File: config.mk
export PLATFORM = sky130hd
export DESIGN_NAME = void_fill_ring_median_core_flat
export DESIGN_NICKNAME = d
export VERILOG_FILES = /design/src/hdl/vfrm_pkg.sv /design/src/hdl/vfrm_if.sv /design/src/hdl/void_fill_ring_median_core.sv /design/src/hdl/vfrm_store.sv /design/src/flat_wrapper.sv
export SDC_FILE = /design/constraint.sdc
export NUM_CORES = 1
export LEC_CHECK = 0
export BUFFER_PORTS_ARGS = -buffer_cell sky130_fd_sc_hd__buf_2
export CORE_MARGIN = 1
export CORE_UTILIZATION = 56
export CTS_CLUSTER_SIZE = 12
export DETAILED_ROUTE_END_ITERATION = 6
export GPL_ROUTABILITY_DRIVEN = 1
export HOLD_SLACK_MARGIN = 0.12
export PLACE_DENSITY = 0.76
export SLEW_MARGIN = 20
export SYNTH_ARGS = -nofsm -noshare
export SYNTH_HDL_FRONTEND = slang
export SYNTH_HIERARCHICAL = 1
export SYNTH_SLANG_ARGS = --single-unit
File: constraint.sdc
create_clock -name i_clk -period 4.34 [get_ports i_clk]
set_clock_uncertainty 0.1 [all_clocks]
set_input_delay 0.651 -clock i_clk [delete_from_list [all_inputs] [get_ports i_clk]]
set_output_delay 0.651 -clock i_clk [all_outputs]
set_load 0.05 [all_outputs]
File: src/hdl/vfrm_pkg.sv
// Package for the ring-median void fill block: constants, types, helpers.
// No dependencies; every other file imports it.
package vfrm_pkg;

    localparam int RING_DEPTH = 24;
    localparam int MAX_RING   = 3;
    localparam int ALT_W      = 16;
    localparam int ADDR_W     = $clog2(RING_DEPTH);
    localparam int CNT_W      = $clog2(RING_DEPTH + 1);
    localparam int RING_W     = $clog2(MAX_RING + 1);

    typedef logic signed [ALT_W-1:0] t_alt;
    typedef logic [ADDR_W-1:0]       t_addr;
    typedef logic [CNT_W-1:0]        t_cnt;
    typedef logic [RING_W-1:0]       t_ring;
    typedef logic [1:0]              t_status;

    localparam t_alt ALT_LOW    = -16'sd435;
    localparam t_alt ALT_HIGH   = 16'sd8850;
    localparam t_alt VOID_RESET = -16'sd32768;

    localparam t_status ST_CENTER = 2'd0;
    localparam t_status ST_MEDIAN = 2'd1;
    localparam t_status ST_VOID   = 2'd2;

    localparam logic KIND_CENTER = 1'b0;
    localparam logic KIND_RING   = 1'b1;

    // store write port
    typedef struct packed {
        logic  en;
        t_addr addr;
        t_alt  data;
    } t_wr;

    // median select request / response
    typedef struct packed {
        logic start;
        t_cnt count;
    } t_sel_req;

    typedef struct packed {
        logic done;
        t_alt median;
    } t_sel_rsp;

    function automatic logic alt_valid(input t_alt a, input t_alt void_code);
        alt_valid = (a != void_code) && (a > ALT_LOW) && (a < ALT_HIGH);
    endfunction

endpackage

File: src/hdl/vfrm_if.sv
// Stream channel interfaces: sample beats in, result beats out.
// Depends on vfrm_pkg.
interface vfrm_in_if;
    import vfrm_pkg::*;
    logic valid;
    logic ready;
    logic kind;
    t_alt altitude;
    logic ring_end;
    modport source (output valid, output kind, output altitude, output ring_end, input ready);
    modport sink (input valid, input kind, input altitude, input ring_end, output ready);
endinterface

interface vfrm_out_if;
    import vfrm_pkg::*;
    logic    valid;
    logic    ready;
    t_alt    value;
    t_status status;
    modport source (output valid, output value, output status, input ready);
    modport sink (input valid, input value, input status, output ready);
endinterface

File: src/hdl/void_fill_ring_median_core.sv
// Ring-median void fill, top level: query sequencing and output register.
// Depends on vfrm_pkg, vfrm_if (channels) and vfrm_store.
//
// Use: a query is a center beat (kind 0) on i_in, then, if the center is
// void, the beats of rings 1..3 (kind 1) with ring_end on each ring's last
// beat. A valid center leaves on o_out in the cycle after its beat with
// status 0. Valid ring samples are written into the store, one per cycle.
// At the end of the first ring with any valid sample the upper median
// (index count/2 in ascending order) is selected and sent with status 1;
// if ring 3 also ends empty the void code is sent with status 2.
// Rate: ring beats are taken one per cycle while i_in.ready is high. The
// median select scans the store once per candidate through its single
// read port; i_in.ready is low meanwhile.
// The result sits in an output register; while it waits on a stalled
// receiver i_in.ready is low and no beat is taken.
// Synchronous reset clears the sequencer and output valid and sets the
// void code to -32768; the store holds no reset value and needs no clear.
// i_cfg_wr_en writes the void code; write it only while idle.
module void_fill_ring_median_core (
    input  logic             i_clk,
    input  logic             i_rst_n,
    vfrm_in_if.sink          i_in,
    vfrm_out_if.source       o_out,
    input  logic             i_cfg_wr_en,
    input  vfrm_pkg::t_alt   i_cfg_wr_data
);
    import vfrm_pkg::*;

    localparam logic [1:0] PH_IDLE   = 2'd0;
    localparam logic [1:0] PH_RINGS  = 2'd1;
    localparam logic [1:0] PH_SELECT = 2'd2;

    logic [1:0] r_phase, n_phase;
    t_ring      r_ring, n_ring;
    t_cnt       r_count, n_count;
    t_alt       r_void_code;

    logic    r_out_valid, n_out_valid;
    t_alt    r_out_value, n_out_value;
    t_status r_out_status, n_out_status;

    t_wr      wr;
    t_sel_req req;
    t_sel_rsp rsp;

    logic accept;
    logic in_ok;
    t_cnt cnt_inc;

    vfrm_store u_store (
        .i_clk   (i_clk),
        .i_rst_n (i_rst_n),
        .i_wr    (wr),
        .i_req   (req),
        .o_rsp   (rsp)
    );

    // Every beat gives at most one result, so an empty or draining output
    // register is enough to take it.
    assign i_in.ready = (r_phase != PH_SELECT) && (!r_out_valid || o_out.ready);
    assign accept     = i_in.valid && i_in.ready;
    assign in_ok      = alt_valid(i_in.altitude, r_void_code);

    always_comb begin
        n_phase      = r_phase;
        n_ring       = r_ring;
        n_count      = r_count;
        n_out_valid  = r_out_valid && !o_out.ready;
        n_out_value  = r_out_value;
        n_out_status = r_out_status;
        wr.en        = 1'b0;
        wr.addr      = r_count[ADDR_W-1:0];
        wr.data      = i_in.altitude;
        req.start    = 1'b0;
        req.count    = r_count;
        cnt_inc      = r_count;

        if (accept && (i_in.kind == KIND_CENTER)) begin
            if (in_ok) begin
                n_phase      = PH_IDLE;
                n_out_valid  = 1'b1;
                n_out_value  = i_in.altitude;
                n_out_status = ST_CENTER;
            end else begin
                // new query; any repair in progress is dropped
                n_phase = PH_RINGS;
                n_ring  = t_ring'(1);
                n_count = '0;
            end
        end else if (accept && (r_phase == PH_RINGS)) begin
            // store full: further valid samples of this ring are dropped
            if (in_ok && (r_count < t_cnt'(RING_DEPTH))) begin
                wr.en   = 1'b1;
                cnt_inc = r_count + t_cnt'(1);
            end
            n_count = cnt_inc;
            if (i_in.ring_end) begin
                if (cnt_inc != '0) begin
                    req.start = 1'b1;
                    req.count = cnt_inc;
                    n_phase   = PH_SELECT;
                end else if (r_ring >= t_ring'(MAX_RING)) begin
                    n_phase      = PH_IDLE;
                    n_out_valid  = 1'b1;
                    n_out_value  = r_void_code;
                    n_out_status = ST_VOID;
                end else begin
                    n_ring  = r_ring + t_ring'(1);
                    n_count = '0;
                end
            end
        end

        // output register is empty whenever the select engine is busy
        if (rsp.done) begin
            n_phase      = PH_IDLE;
            n_out_valid  = 1'b1;
            n_out_value  = rsp.median;
            n_out_status = ST_MEDIAN;
        end
    end

    always_ff @(posedge i_clk) begin
        if (!i_rst_n) begin
            r_phase     <= PH_IDLE;
            r_ring      <= t_ring'(1);
            r_count     <= '0;
            r_out_valid <= 1'b0;
            r_void_code <= VOID_RESET;
        end else begin
            r_phase     <= n_phase;
            r_ring      <= n_ring;
            r_count     <= n_count;
            r_out_valid <= n_out_valid;
            if (i_cfg_wr_en) begin
                r_void_code <= i_cfg_wr_data;
            end
        end
    end

    always_ff @(posedge i_clk) begin
        r_out_value  <= n_out_value;
        r_out_status <= n_out_status;
    end

    assign o_out.valid  = r_out_valid;
    assign o_out.value  = r_out_value;
    assign o_out.status = r_out_status;

endmodule

File: src/hdl/vfrm_store.sv
// Ring sample store with upper-median select engine.
// Depends on vfrm_pkg. One write port, one registered read port.
module vfrm_store (
    input  logic                i_clk,
    input  logic                i_rst_n,
    input  vfrm_pkg::t_wr       i_wr,
    input  vfrm_pkg::t_sel_req  i_req,
    output vfrm_pkg::t_sel_rsp  o_rsp
);
    import vfrm_pkg::*;

    localparam logic [1:0] S_IDLE  = 2'd0;
    localparam logic [1:0] S_LOADC = 2'd1;
    localparam logic [1:0] S_WAITC = 2'd2;
    localparam logic [1:0] S_SCAN  = 2'd3;

    t_alt r_mem [RING_DEPTH];
    t_alt r_rdata;

    logic [1:0] r_st, n_st;
    t_cnt r_n, n_n;
    t_cnt r_i, n_i;
    t_cnt r_k, n_k;
    t_cnt r_lt, n_lt;
    t_cnt r_le, n_le;
    t_alt r_cand, n_cand;
    t_alt r_med, n_med;
    logic r_done, n_done;

    logic  rd_en;
    t_addr rd_addr;
    t_cnt  k_next;
    t_cnt  lt_f;
    t_cnt  le_f;
    t_cnt  half;

    always_ff @(posedge i_clk) begin
        if (i_wr.en) begin
            r_mem[i_wr.addr] <= i_wr.data;
        end
        if (rd_en) begin
            r_rdata <= r_mem[rd_addr];
        end
    end

    assign k_next = r_k + t_cnt'(1);
    assign half   = r_n >> 1;
    assign lt_f   = r_lt + t_cnt'(r_rdata < r_cand);
    assign le_f   = r_le + t_cnt'(r_rdata <= r_cand);

    always_comb begin
        n_st    = r_st;
        n_n     = r_n;
        n_i     = r_i;
        n_k     = r_k;
        n_lt    = r_lt;
        n_le    = r_le;
        n_cand  = r_cand;
        n_med   = r_med;
        n_done  = 1'b0;
        rd_en   = 1'b0;
        rd_addr = r_i[ADDR_W-1:0];
        case (r_st)
            S_IDLE: begin
                if (i_req.start) begin
                    n_n  = i_req.count;
                    n_i  = '0;
                    n_st = S_LOADC;
                end
            end
            S_LOADC: begin
                rd_en   = 1'b1;
                rd_addr = r_i[ADDR_W-1:0];
                n_st    = S_WAITC;
            end
            S_WAITC: begin
                n_cand  = r_rdata;
                rd_en   = 1'b1;
                rd_addr = '0;
                n_k     = '0;
                n_lt    = '0;
                n_le    = '0;
                n_st    = S_SCAN;
            end
            S_SCAN: begin
                // r_rdata holds entry r_k; prefetch the next one
                rd_en   = (k_next < r_n);
                rd_addr = k_next[ADDR_W-1:0];
                n_lt    = lt_f;
                n_le    = le_f;
                n_k     = k_next;
                if (k_next == r_n) begin
                    if ((lt_f <= half) && (half < le_f)) begin
                        n_med  = r_cand;
                        n_done = 1'b1;
                        n_st   = S_IDLE;
                    end else begin
                        n_i  = r_i + t_cnt'(1);
                        n_st = S_LOADC;
                    end
                end
            end
            default: n_st = S_IDLE;
        endcase
    end

    always_ff @(posedge i_clk) begin
        if (!i_rst_n) begin
            r_st   <= S_IDLE;
            r_done <= 1'b0;
        end else begin
            r_st   <= n_st;
            r_done <= n_done;
        end
    end

    always_ff @(posedge i_clk) begin
        r_n    <= n_n;
        r_i    <= n_i;
        r_k    <= n_k;
        r_lt   <= n_lt;
        r_le   <= n_le;
        r_cand <= n_cand;
        r_med  <= n_med;
    end

    assign o_rsp.done   = r_done;
    assign o_rsp.median = r_med;

endmodule

File: src/flat_wrapper.sv
// flat-port wrapper written by rule: the top's interface ports become plain ports
module void_fill_ring_median_core_flat import vfrm_pkg::*;
  (i_clk, i_rst_n, i_cfg_wr_en, i_cfg_wr_data, i_in_valid, i_in_kind, i_in_altitude, i_in_ring_end, i_in_ready, o_out_valid, o_out_value, o_out_status, o_out_ready);
  vfrm_in_if i_in_i ();
  vfrm_out_if o_out_i ();
  input  logic i_clk;
  input  logic i_rst_n;
  input  logic i_cfg_wr_en;
  input  vfrm_pkg::t_alt i_cfg_wr_data;
  input wire logic [$bits(i_in_i.valid)-1:0] i_in_valid;
  input wire logic [$bits(i_in_i.kind)-1:0] i_in_kind;
  input wire logic [$bits(i_in_i.altitude)-1:0] i_in_altitude;
  input wire logic [$bits(i_in_i.ring_end)-1:0] i_in_ring_end;
  output wire logic [$bits(i_in_i.ready)-1:0] i_in_ready;
  output wire logic [$bits(o_out_i.valid)-1:0] o_out_valid;
  output wire logic [$bits(o_out_i.value)-1:0] o_out_value;
  output wire logic [$bits(o_out_i.status)-1:0] o_out_status;
  input wire logic [$bits(o_out_i.ready)-1:0] o_out_ready;
  assign i_in_i.valid = i_in_valid;
  assign i_in_i.kind = i_in_kind;
  assign i_in_i.altitude = i_in_altitude;
  assign i_in_i.ring_end = i_in_ring_end;
  assign i_in_ready = i_in_i.ready;
  assign o_out_valid = o_out_i.valid;
  assign o_out_value = o_out_i.value;
  assign o_out_status = o_out_i.status;
  assign o_out_i.ready = o_out_ready;
  void_fill_ring_median_core u_core (.i_clk(i_clk), .i_rst_n(i_rst_n), .i_in(i_in_i), .o_out(o_out_i), .i_cfg_wr_en(i_cfg_wr_en), .i_cfg_wr_data(i_cfg_wr_data));
endmodule
==> results.cfg <==
[placed_design]
place_ws_ns = 0.09060
port_buffers = 58
dp_cells = 2068
place.gp.congestion = 0.8898
dp_hpwl_um = 33570

[yosys]
synth_top_family_by_area = compound AO/OA/AOI/OAI gates
syn_area_per_cell_um2 = 14.01
syn_area_um2 = 21250
synthAdderAreaFrac = 0.02355
synth-xor-area-share = 0.01154
synth_edf_count = 473
syn_inst = 1517
ys_warn_count = 6
synth_cell_types = 80
synth_ff_type = edfxtp_1
muxShareOfSynthArea = 0.03456
synth_compound_area_frac = 0.1110
synthesis.nets = 1596
synthSimpleGateAreaFrac = 0.09132
async_flop_share = 0
synth_seq_cells = 504
synth_seq_area_share = 0.6976

[route]
drc_errors = 0
routedWlPerCell_um = 24.17
vias = 13639
vias_per_cell = 6.338
drt-total-wl_um = 52010
drtIter0Drc = 1481
first_pass_iters = 5
postRouteAntennaNets = 0

[die]
coreArea_um2 = 36960
die_w_um = 196.8
rows = 70
dieArea_um2 = 38730
io_pins = 59
start_util = 0.5750
fp.dieH_um = 196.8

[setup_path]
critPathKind = flip-flop to flip-flop
rrSetupSlack_ns = 0.22
path_max_fanout = 5
endpoint = u_core/u_store/r_i[1]
required_ns = 4.52
worst_path_max_delay_cell = edfxtp_1
crit_path_start = u_core/u_store/r_rdata[6]
reg2reg_depth = 17
crit_chain = ha_1 > a21o_1 > a211oi_1 > nand3_1 > nand2_1 > mux2i_4 > ha_1 > ha_1 > xor2_1 > ha_1 > nand4_1 > o31ai_1 > nor3_1 > a211oi_2 > buf_4 > o21ai_0 > o211a_1
cp-end-kind = flip-flop
worstPathArrival_ns = 4.29
critPathMaxStageDelay_ns = 0.40
worst_setup_path_start_kind = flip-flop
timing.rr.start = u_core/u_store/r_rdata[6]
r2r_end = u_core/u_store/r_i[1]
crit_top_cell = ha_1

[final_layout]
layout.cells.non_filler = 2152
diodes = 0
final_common_cell = edfxtp_1
drive_gt1_frac = 0.1420
fin_nets = 1696
layout_common_cells = 473 x edfxtp_1, 209 x nand2_1, 128 x a21oi_1
n_fill_cell = 2651
area_growth_pct = 12.34

[clock_network]
clk_latency_ns = 0.60
clock_sinks = 504
cts_resized = 0
post_cts.repair.setup_buffers = 0
clk_pin_slew_worst_paths_ns = 0.06
cts_buffers = 51
htreeDepth = 2
root_buffer = clkbuf_16
hold_buffers = 0
cts_tree = built
cts.path.max_buffers = 3

[global_routing]
grt_usage = 0.2732
gr-total-overflow = 0
grt_pass1_vias = 13075
grt_max_degree = 73
grt_pass1_wl_um = 78320
antenna_found_initial = 0

[power_and_ir_drop]
max-vdd-ir-drop_mv = 0.3583
p_leak_nw = 8.317
seqPwrFrac = 0.469
switchingPower_mw = 3.299
comb_power_share = 0.193
powerDensity_nw_per_um2 = 488.0
switching_share = 0.2832
clockPowerShare = 0.338
intPower_mw = 8.351

[sta]
setup_viol = 0
period_needed_ns = 4.116
hold_viol = 0
setup_tns_ns = 0
worstMarginPinSlew_ns = 0.9971
setup_slack_ns = 0.2240
min_period_over_period = 0.9484
fmaxAchievable_mhz = 243.0
maxSlewViolCount = 0
holdWs_ns = 0.1946
slew_headroom = 0.3308
rsz0062_at_grt = false

[run]
drv_cap = 0

[worst_hold_path]
holdCritPathClass = input port to flip-flop

[run_status]
status = completed
cells in the mapped netlist (4+ instances only):
cell type | instances | share of area
nand2b_1 | 4 | 0.0012
buf_6 | 11 | 0.0058
a221o_1 | 15 | 0.0071
mux2i_1 | 52 | 0.024
ha_1 | 40 | 0.024
or3b_2 | 4 | 0.0016
a32oi_1 | 29 | 0.012
xor2_1 | 21 | 0.0087
dfxtp_1 | 31 | 0.029
buf_2 | 38 | 0.0089
buf_4 | 15 | 0.0053
clkbuf_1 | 19 | 0.0034
a21oi_1 | 129 | 0.030
a31oi_1 | 12 | 0.0035
nor4_1 | 6 | 0.0018
nor2_1 | 63 | 0.011
nand3b_1 | 6 | 0.0021
nor3_1 | 7 | 0.0016
xnor2_1 | 7 | 0.0029
o21ai_0 | 40 | 0.0094
and3_1 | 23 | 0.0068
nor2b_1 | 8 | 0.0024
mux4_2 | 9 | 0.0095
a21o_1 | 7 | 0.0025
nand3_1 | 19 | 0.0045
and2_1 | 18 | 0.0053
a22oi_1 | 10 | 0.0035
nand4_1 | 15 | 0.0044
nand2_1 | 209 | 0.037
a211oi_1 | 43 | 0.015
a221oi_1 | 14 | 0.0058
edfxtp_1 | 473 | 0.67
inv_1 | 38 | 0.0067
o22ai_1 | 20 | 0.0059
cell type report:
type                    instances  area, um2  share of cell area
multi-input cells             890       5824              0.2440
well taps                     504      630.6             0.02641
clock inverters                13      86.33            0.003616
inverters                      38      142.6            0.005975
clock buffers                  71       1383             0.05791
flip-flops and latches        504      14820              0.6209
repair buffers                132      983.4             0.04119
logic make-up (layout without fill, tap and decap cells):
logic type      after synthesis  count (layout)
flops                       504             504
xor+xnor                     28              28
simple gates                406             406
mux                          62              62
compound gates              354             354
buf+inv                     123             254
fa+ha+maj                    40              40
power groups by stage:
| stage | sequential [mW] | clock (mW) | combinational, mW |
|---|---|---|---|
| global placement | 5.56 | 0 | 2.15 |
| CTS | 5.46 | 4.00 | 2.21 |
| detailed placement | 5.56 | 0 | 2.20 |
| floorplan | 5.56 | 0 | 1.48 |
| finish | 5.46 | 3.94 | 2.25 |
| global route | 5.47 | 4.18 | 2.41 |
through the flow:
step | util | cell area [um2] | power (mW)
6_report | 0.6459 | 23870 | 11.65
5_1_grt | 0.6459 | 23870 | 12.06
4_1_cts | 0.6455 | 23860 | 11.67
3_5_place_dp | 0.6057 | 22390 | 7.764
3_3_place_gp | 0.6057 | 22390 | 7.707
2_1_floorplan | - | 21250 | 7.041
how the worst min path moves through the flow:
stage	startpoint	to	slack (ns)	cells after the start
6_report	i_cfg_wr_data[3]	u_core/r_void_code[3]	0.19	3
5_1_grt	i_cfg_wr_data[3]	u_core/r_void_code[3]	0.20	3
4_1_cts	i_cfg_wr_data[15]	u_core/r_void_code[15]	0.17	3
3_5_place_dp	u_core/u_store/r_cand[1]	u_core/u_store/r_med[1]	0.33	0
3_3_place_gp	u_core/u_store/r_cand[7]	u_core/u_store/r_med[7]	0.33	0
2_1_floorplan	u_core/u_store/r_rdata[0]	u_core/u_store/r_cand[0]	0.33	0
state kept, by name, indices dropped and copies added, names as in the netlist:
name                    flops
u_core/u_store/r_mem      384
u_core/o_out.value         16
u_core/r_void_code         16
u_core/u_store/r_cand      16
u_core/u_store/r_med       16
u_core/u_store/r_rdata     16
u_core/r_count              5
u_core/u_store/r_i          5
u_core/u_store/r_k          5
u_core/u_store/r_le         5
u_core/u_store/r_lt         5
u_core/u_store/r_n          5
u_core/o_out.status         2
u_core/r_phase              2
u_core/r_ring               2
u_core/u_store/r_st         2
u_core/o_out.valid          1
u_core/u_store/r_done       1
routing by layer:
metal  track usage  vias to the layer above  wire length, um
li1              -                     6015                -
met1        0.3873                     6760            21080
met2        0.4268                      750            24200
met3       0.05253                      114             5150
met4       0.09331                        0             1576
met5             0                        -                0
critical path, delay by kind of cell, from the launching register on:
| family | cells | cell delay, ns |
|---|---|---|
| AOI/OAI and AO/OA | 6 | 1.09 |
| xor gates and xnor gates | 1 | 0.21 |
| adders and majority gates | 4 | 1.01 |
| buffers and inverters | 1 | 0.15 |
| DFF | 1 | 0.40 |
| muxes | 1 | 0.28 |
| and+or+nand+nor | 4 | 0.57 |
No activity file was read; power rests on OpenSTA's default activity.
